===== src/itoa_pkg.sv =====
`timescale 1ns / 1ps
// ----------------------------------------------------------------------------
// itoa_pkg
// Shared types and constants of the integer-to-ASCII field formatter.
// ----------------------------------------------------------------------------
package itoa_pkg;

   localparam int MaxFieldWidth = 48;
   localparam int MaxPrecision  = 40;
   localparam int MaxResults    = 48;
   localparam int DigitSlots    = 24;

   localparam logic [2:0] MODE_SDEC = 3'd0;
   localparam logic [2:0] MODE_UDEC = 3'd1;
   localparam logic [2:0] MODE_OCT  = 3'd2;
   localparam logic [2:0] MODE_HEX  = 3'd3;
   localparam logic [2:0] MODE_PTR  = 3'd4;
   localparam logic [2:0] MODE_CHAR = 3'd5;

   localparam logic [7:0] ASCII_ZERO  = 8'h30;
   localparam logic [7:0] ASCII_SPACE = 8'h20;
   localparam logic [7:0] ASCII_MINUS = 8'h2d;

   // character segments in output order
   typedef enum logic [2:0] {
      SEG_LPAD  = 3'd0,
      SEG_SIGN  = 3'd1,
      SEG_ZPAD  = 3'd2,
      SEG_ZEROS = 3'd3,
      SEG_DIGIT = 3'd4,
      SEG_RPAD  = 3'd5
   } seg_type;

   // controller -> datapath
   typedef struct packed {
      logic    load;      // capture a new transaction
      logic    conv_step; // one digit step
      logic    emit;      // load output register
      seg_type seg;
      logic    last;
   } cmd_type;

   // datapath -> controller
   typedef struct packed {
      logic       conv_done;
      logic       valid_mode;
      logic       char_mode;
      logic [5:0] lpad;
      logic       has_sign;
      logic [5:0] zpad;
      logic [5:0] zeros;
      logic [4:0] ndig;
      logic [5:0] rpad;
   } status_type;

   function automatic logic [7:0] hex_char(input logic [3:0] d);
      return (d < 4'd10) ? (ASCII_ZERO + {4'd0, d}) : (8'h57 + {4'd0, d});
   endfunction

endpackage


===== src/itoa_ctrl.sv =====
`timescale 1ns / 1ps
// ----------------------------------------------------------------------------
// itoa_ctrl
// Sequencer: accept, digit conversion, then segment-by-segment emission with
// the output register as a one-entry buffer.
// ----------------------------------------------------------------------------
module itoa_ctrl (
   input  logic                 clock,
   input  logic                 reset,
   input  logic                 in_valid,
   output logic                 in_ready,
   input  logic                 out_ready,
   output logic                 out_valid,
   input  itoa_pkg::status_type status,
   output itoa_pkg::cmd_type    cmd,
   output logic [5:0]           seg_idx
);

   typedef enum logic [1:0] {
      ST_IDLE = 2'd0,
      ST_CONV = 2'd1,
      ST_EMIT = 2'd2
   } state_type;

   state_type         state_ff;
   itoa_pkg::seg_type seg_ff;
   logic [5:0]        cnt_ff;   // chars left in segment
   logic [5:0]        total_ff; // chars emitted
   logic              ovalid_ff;

   // remaining chars after the current segment
   logic [7:0] rest;
   always_comb begin
      rest = '0;
      if (seg_ff < itoa_pkg::SEG_SIGN)  rest = rest + 8'(status.has_sign);
      if (seg_ff < itoa_pkg::SEG_ZPAD)  rest = rest + 8'(status.zpad);
      if (seg_ff < itoa_pkg::SEG_ZEROS) rest = rest + 8'(status.zeros);
      if (seg_ff < itoa_pkg::SEG_DIGIT) rest = rest + 8'(status.ndig);
      if (seg_ff < itoa_pkg::SEG_RPAD)  rest = rest + 8'(status.rpad);
   end

   logic can_emit, active, last, in_seg;
   always_comb begin
      can_emit = !ovalid_ff || out_ready;
      in_seg   = (cnt_ff != 6'd0);
      active   = (state_ff == ST_EMIT) && in_seg && can_emit;
      last     = (cnt_ff == 6'd1 && rest == 8'd0)
                 || (total_ff == 6'(itoa_pkg::MaxResults - 1));
      in_ready = (state_ff == ST_IDLE) && !ovalid_ff;
      cmd.load      = in_ready && in_valid && status.valid_mode;
      cmd.conv_step = (state_ff == ST_CONV) && !status.conv_done;
      cmd.emit      = active;
      cmd.seg       = seg_ff;
      cmd.last      = last;
      // digits stored LSB first, emitted from the top
      seg_idx   = cnt_ff - 6'd1;
      out_valid = ovalid_ff;
   end

   always_ff @(posedge clock) begin
      if (reset) begin
         state_ff  <= ST_IDLE;
         seg_ff    <= itoa_pkg::SEG_LPAD;
         cnt_ff    <= '0;
         total_ff  <= '0;
         ovalid_ff <= 1'b0;
      end else begin
         if (ovalid_ff && out_ready) ovalid_ff <= 1'b0;
         if (active) ovalid_ff <= 1'b1;
         unique case (state_ff)
            ST_IDLE: begin
               if (cmd.load) state_ff <= ST_CONV;
            end
            ST_CONV: begin
               if (status.conv_done) begin
                  state_ff <= ST_EMIT;
                  seg_ff   <= itoa_pkg::SEG_LPAD;
                  cnt_ff   <= status.lpad;
                  total_ff <= '0;
               end
            end
            default: begin
               if (active) begin
                  total_ff <= total_ff + 6'd1;
                  cnt_ff   <= cnt_ff - 6'd1;
                  if (last) state_ff <= ST_IDLE;
               end else if (!in_seg) begin
                  if (seg_ff == itoa_pkg::SEG_RPAD) begin
                     state_ff <= ST_IDLE;
                  end else begin
                     seg_ff <= itoa_pkg::seg_type'(seg_ff + 3'd1);
                     unique case (itoa_pkg::seg_type'(seg_ff + 3'd1))
                        itoa_pkg::SEG_SIGN:  cnt_ff <= 6'(status.has_sign);
                        itoa_pkg::SEG_ZPAD:  cnt_ff <= status.zpad;
                        itoa_pkg::SEG_ZEROS: cnt_ff <= status.zeros;
                        itoa_pkg::SEG_DIGIT: cnt_ff <= 6'(status.ndig);
                        default:             cnt_ff <= status.rpad;
                     endcase
                  end
               end
            end
         endcase
      end
   end

endmodule


===== config.mk =====
export PLATFORM = sky130hd
export DESIGN_NAME = itoa_ctrl
export DESIGN_NICKNAME = d
export VERILOG_FILES = /design/src/itoa_pkg.sv /design/src/itoa_ctrl.sv
export SDC_FILE = /design/constraint.sdc
export NUM_CORES = 1
export LEC_CHECK = 0
export BUFFER_PORTS_ARGS = -buffer_cell sky130_fd_sc_hd__buf_2
export CORE_MARGIN = 10
export CORE_UTILIZATION = 60
export DETAILED_ROUTE_END_ITERATION = 12
export PLACE_DENSITY = 0.87
export SLEW_MARGIN = 20
export SYNTH_ARGS = -nofsm -noshare
export SYNTH_HDL_FRONTEND = slang
export SYNTH_SLANG_ARGS = --single-unit

===== constraint.sdc =====
create_clock -name clock -period 13.52 [get_ports clock]
set_input_delay 2.704 -clock clock [delete_from_list [all_inputs] [get_ports clock]]
set_output_delay 2.704 -clock clock [all_outputs]
set_load 0.05 [all_outputs]

Word-level counts from Yosys, hierarchy flattened
Index checks and enable logic that the tools add are counted.

Register bits: 18. Bits in latches: 0. Memory bits (writable): 0. Bits in read-only memories: 0. Input port bits: 37. Output and inout bits: 15. Word-level logic and storage cells: 86. Memories kept: 0.

$add $sub $neg: 7. Multipliers: 0. Div/mod/pow operators: 0. Order comparisons: 5. Equality and inequality tests: 18. Shift operators: 0. Multiplexer cells: 28. Bitwise gates (word level): 1. Reductions and logical operators: 22.

Operators with widths (count): $mux 6 (6); $mux 8 (4); $add 8x6->8 (3); $pmux 6 s2 (2); $pmux 6 s4 (1); $mux 2 (6); $mux 3 (4); $reduce_and 5->1 (2); $add 8x5->8 (1); $logic_and 1x1->1 (8); $logic_not 8->1 (1); $add 6x1->6 const B (1); $eq 3x2->1 const B (2); $eq 3x3->1 const B (2); $eq 6x1->1 const B (1); $eq 6x6->1 const B (1); $lt 3x2->1 const B (2); $lt 3x3->1 const B (2); $ne 2x2->1 const B (3); $pmux 3 s2 (1); $reduce_bool 6->1 (1); $sub 6x1->6 const B (1); $ne 2x1->1 const B (2); $ne 4x1->1 const B (1); other kinds (18) (23).

Logic depth before layout (Yosys ltp)
Word-level depth: 16. Depth in mapped cells: 26. Gate-level depth less buffers: 25.

Least setup slack after synthesis
No wires, ideal clock.

Path kind: input to output. From: input status[23] in the netlist's numbering. To: output cmd[0] in the netlist's numbering. Data arrival time: 6.677 ns. Data required time: 10.816 ns. Slack: 4.139 ns. Cell stages on the path: 23. Path buffers: 1. Cell sequence: and3_1 -> ha_1 -> nand3_1 -> xor2_1 -> nor2_1 -> ha_1 -> and2_1 -> a21oi_1 -> nand2_1 -> xnor2_1 -> nor2_1 -> ha_1 -> a21oi_1 -> o21ai_0 -> xnor2_1 -> nor2_1 -> ha_1 -> a21o_1 -> a31oi_1 -> nor4_1 -> o311a_1 -> nand2b_1 -> buf_4.

Cells in the longest elaborated chain, start to end: 12.

RTL lines: start: declaration (line itoa_ctrl.sv:14) `input itoa_pkg::status_type status,`; $mux 1 * (line itoa_ctrl.sv:35) `if (seg_ff < itoa_pkg::SEG_SIGN) rest = rest + 8'(status.has_sign);`; $add 8x6->8 (line itoa_ctrl.sv:36) `if (seg_ff < itoa_pkg::SEG_ZPAD) rest = rest + 8'(status.zpad);`; $mux 8 * (line itoa_ctrl.sv:36); $add 8x6->8 (line itoa_ctrl.sv:37) `if (seg_ff < itoa_pkg::SEG_ZEROS) rest = rest + 8'(status.zeros);`; $mux 8 * (line itoa_ctrl.sv:37); $add 8x5->8 (line itoa_ctrl.sv:38) `if (seg_ff < itoa_pkg::SEG_DIGIT) rest = rest + 8'(status.ndig);`; $mux 8 * (line itoa_ctrl.sv:38); $add 8x6->8 (line itoa_ctrl.sv:39) `if (seg_ff < itoa_pkg::SEG_RPAD) rest = rest + 8'(status.rpad);`; $mux 8 * (line itoa_ctrl.sv:39); $logic_not 8->1 * (line itoa_ctrl.sv:47) `last = (cnt_ff == 6'd1 && rest == 8'd0)`; $logic_and 1x1->1 * (line itoa_ctrl.sv:47); $logic_or 1x1->1 * (line itoa_ctrl.sv:48) `|| (total_ff == 6'(itoa_pkg::MaxResults - 1));`; end: declaration (line itoa_ctrl.sv:15) `output itoa_pkg::cmd_type cmd,`.

Mark *: on every way between the ends. The rest lies on a longest branch, timed or not.

==> results.cfg <==
[worst_setup_path]
cp_slowest_cell = ha_1
rr_endpoint = state_ff[1]
start_kind = primary input
path_class = in2out
cp.required_ns = 10.82
cp.buffers_inverters = 2
crit_fanout = 4
crit_path_frequent_cell = ha_1
startpoint = status[23]
max_stage_delay_ns = 0.38
crit-reg2reg-launch = seg_ff[2]
path_cells = buf_2 -> and3_1 -> ha_1 -> nand3_1 -> xor2_1 -> nor2_1 -> ha_1 -> and2_1 -> a21oi_1 -> nand2_1 -> xnor2_1 -> nor2_1 -> ha_1 -> a21oi_1 -> o21ai_0 -> xnor2_1 -> nor2_1 -> ha_1 -> a21o_1 -> a31oi_1 -> nor4_1 -> o311a_1 -> nand2b_1 -> buf_2
r2r_slack_ns = 8.13
r2r.worst_path.cells = 23
crit_arrival_ns = 7.36
crit_family = compound AO/OA/AOI/OAI gates
end_kind = primary output

[detailed_routing]
wl_um = 6690
first_iter_violations = 249
dr.pass1.iters = 6
routedWlPerCell_um = 16.3
vias_per_cell = 6.27
drc_errors = 0
postRouteAntennaNets = 0
vias = 2578

[clock_network]
clk_latency_ns = 0.26
clk_pin_slew_ns = 0.07
post_cts_buffers = 0
cts_tree = done
cts.sinks = 18
cts_inserted_buffers = 3
clock_path_buffers = 2
cts-root-buf = clkbuf_8
h-tree-depth = 1
post_cts_resize_count = 0
cts_hold_buf = 0

[synthesis]
netlist_area_um2 = 2370
yosysWarnings = 0
post_synth_main_area_contributors = dfxtp_1, ha_1, a21oi_1
synth_edf_count = 0
synth.distinct_cells = 56
syn-num-nets = 388
synth.avg_cell_area_um2 = 7.40
synth_top_area_share_pct = 15.2
netlist_instances = 321
seq_area_frac_synth_pct = 15.2
ys_ff_latch = 18
synth_ff_type = dfxtp_1
synth_top_area_cell = dfxtp_1
synthArstFlopShare_pct = 0

[pwr]
power_uw = 649
p_per_area_nw_per_um2 = 242
ir_drop_mv = 0.143
p_leak_nw = 1.23

[place]
place.gp.congestion = 0.908
numPortBuffers = 50
place_hpwl_um = 5430

[worst_hold_path]
hold-path-endpoint = total_ff[3]
worstHoldStart = total_ff[3]
hold_path_class = reg2reg
hold_depth = 1

[floorplanning]
fp.dieW_um = 82.9
initial_core_util_pct = 63.4
rows = 22
die_area_um2 = 6870
io_pins = 52
core_um2 = 3740
die_h_um = 82.9

[timing]
setup_viol = 0
hold_viol = 0
finalMaxSlewViolations = 0
fin_skew_ns = 0.00261
max_slew.worst_pin.slew_ns = 0.645
slew_headroom_pct = 56.9
period_minus_slack_ns = 10.06
tns_ns = 0
fmaxAchievable_mhz = 99.4
fin_crit_sh_pct = 74.4
rsz0062_at_grt = false

[grt]
grt_max_degree = 18
grt_pass1_vias = 2386
grt_usage_pct = 18.0
grt_pass1_wl_um = 11000
overflow = 0
antenna_found_initial = 0

[layout]
final_common_cell = buf_2
final_cell_mix = buf_2, nor2_1, a21oi_1
n_antenna_cell = 0
syn_to_final_growth_pct = 13.1
drive_gt1_share_pct = 16.8
fin_nets = 431

[outcome]
status = finished, final reports clean

[flow_run]
maxCapViolCount = 0
## cells by family after synthesis
logic type / count (synthesis) / synth area share, %
xor+xnor: 20 / 7.38
flops: 18 / 15.2
fa+ha+maj: 34 / 18.4
mux: 3 / 1.48
buf+inv: 35 / 5.90
compound gates: 92 / 26.3
simple gates: 119 / 25.3
## sequential cells by signal (all words and copies together), names as in the netlist
register / cells
state_ff: 2
cnt_ff: 6
seg_ff: 3
out_valid: 1
total_ff: 6
## worst register-to-register path, cell delays in order (launching register included)
cell and delay (ns):
dfxtp_1 0.68, nor2_1 0.27, and3_1 0.27, ha_1 0.21, nand3_1 0.10, xor2_1 0.15
nor2_1 0.05, ha_1 0.33, and2_1 0.22, a21oi_1 0.28, nand2_1 0.14, xnor2_1 0.19
nor2_1 0.08, ha_1 0.36, a21oi_1 0.14, o21ai_0 0.16, xnor2_1 0.20, nor2_1 0.09
ha_1 0.38, a21o_1 0.19, a31oi_1 0.26, nor4_1 0.10, o311a_1 0.36, o21ai_1 0.13
## area by class of cell
cell class | count | area (µm²)
well taps | 48 | 60.1
flip-flops and latches | 18 | 360
clock buffers | 4 | 55.1
repair buffers | 50 | 250
inverters | 23 | 86.3
fillers | 335 | 1060
multi-input cells | 268 | 1870
## stage by stage
| stage | std cells | area (µm²) | hold WS (ns) | worst slack [ns] | util (%) |
|---|---|---|---|---|---|
| 3_3_place_gp | 407 | 2630 | 0.455 | 3.55 | 70.3 |
| 2_1_floorplan | 321 | 2370 | 0.429 | 4.14 | - |
| 6_report | 411 | 2690 | 0.480 | 3.46 | 71.8 |
| 4_1_cts | 411 | 2690 | 0.472 | 3.49 | 71.8 |
| 5_1_grt | 411 | 2690 | 0.503 | 3.06 | 71.8 |
| 3_5_place_dp | 407 | 2630 | 0.458 | 3.50 | 70.3 |
## where the power goes
group | switching (mW) | leakage, nW | internal, mW
clock | 0.0192 | 0.0288 | 0.0259
sequential | 0.0201 | 0.146 | 0.0668
combinational | 0.341 | 1.06 | 0.176
## worst max-delay path by stage
stage,endpoint,cells after the start,slack (ns)
2_1_floorplan,cmd[0],23,4.14
3_3_place_gp,cmd[0],24,3.55
3_5_place_dp,cmd[0],24,3.50
4_1_cts,cmd[0],24,3.49
5_1_grt,cmd[0],24,3.06
6_report,cmd[0],24,3.46
## layer usage
metal  routed length (µm)  share of wire, %  global-route usage, %
met1                 3050                46                   24.2
met2                 3090                46                   29.2
met3                  516               7.7                   3.32
met4                   46              0.69                   3.54
met5                    0                 0                      0
## Yosys cell counts, drive strengths merged, types with 2 or more instances
| master | count |
|---|---|
| nor2 | 32 |
| a21oi | 28 |
| ha | 27 |
| inv | 23 |
| nand2 | 21 |
| dfxtp | 18 |
| nand3 | 14 |
| nor3 | 13 |
| o21ai | 13 |
| xnor2 | 11 |
| clkbuf | 9 |
| xor2 | 9 |
| and2 | 8 |
| nor2b | 8 |
| a211oi | 7 |
| a21o | 6 |
| nand2b | 6 |
| a31oi | 5 |
| a32oi | 5 |
| a221oi | 4 |
| maj3 | 4 |
| nor4 | 4 |
| o211ai | 4 |
| and3 | 3 |
| buf | 3 |
| fa | 3 |
| o2111ai | 3 |
| a22oi | 2 |
| and4 | 2 |
| mux2i | 2 |
| nand4 | 2 |
| o22ai | 2 |
| or3 | 2 |
No activity file was read; power rests on OpenSTA's default activity.
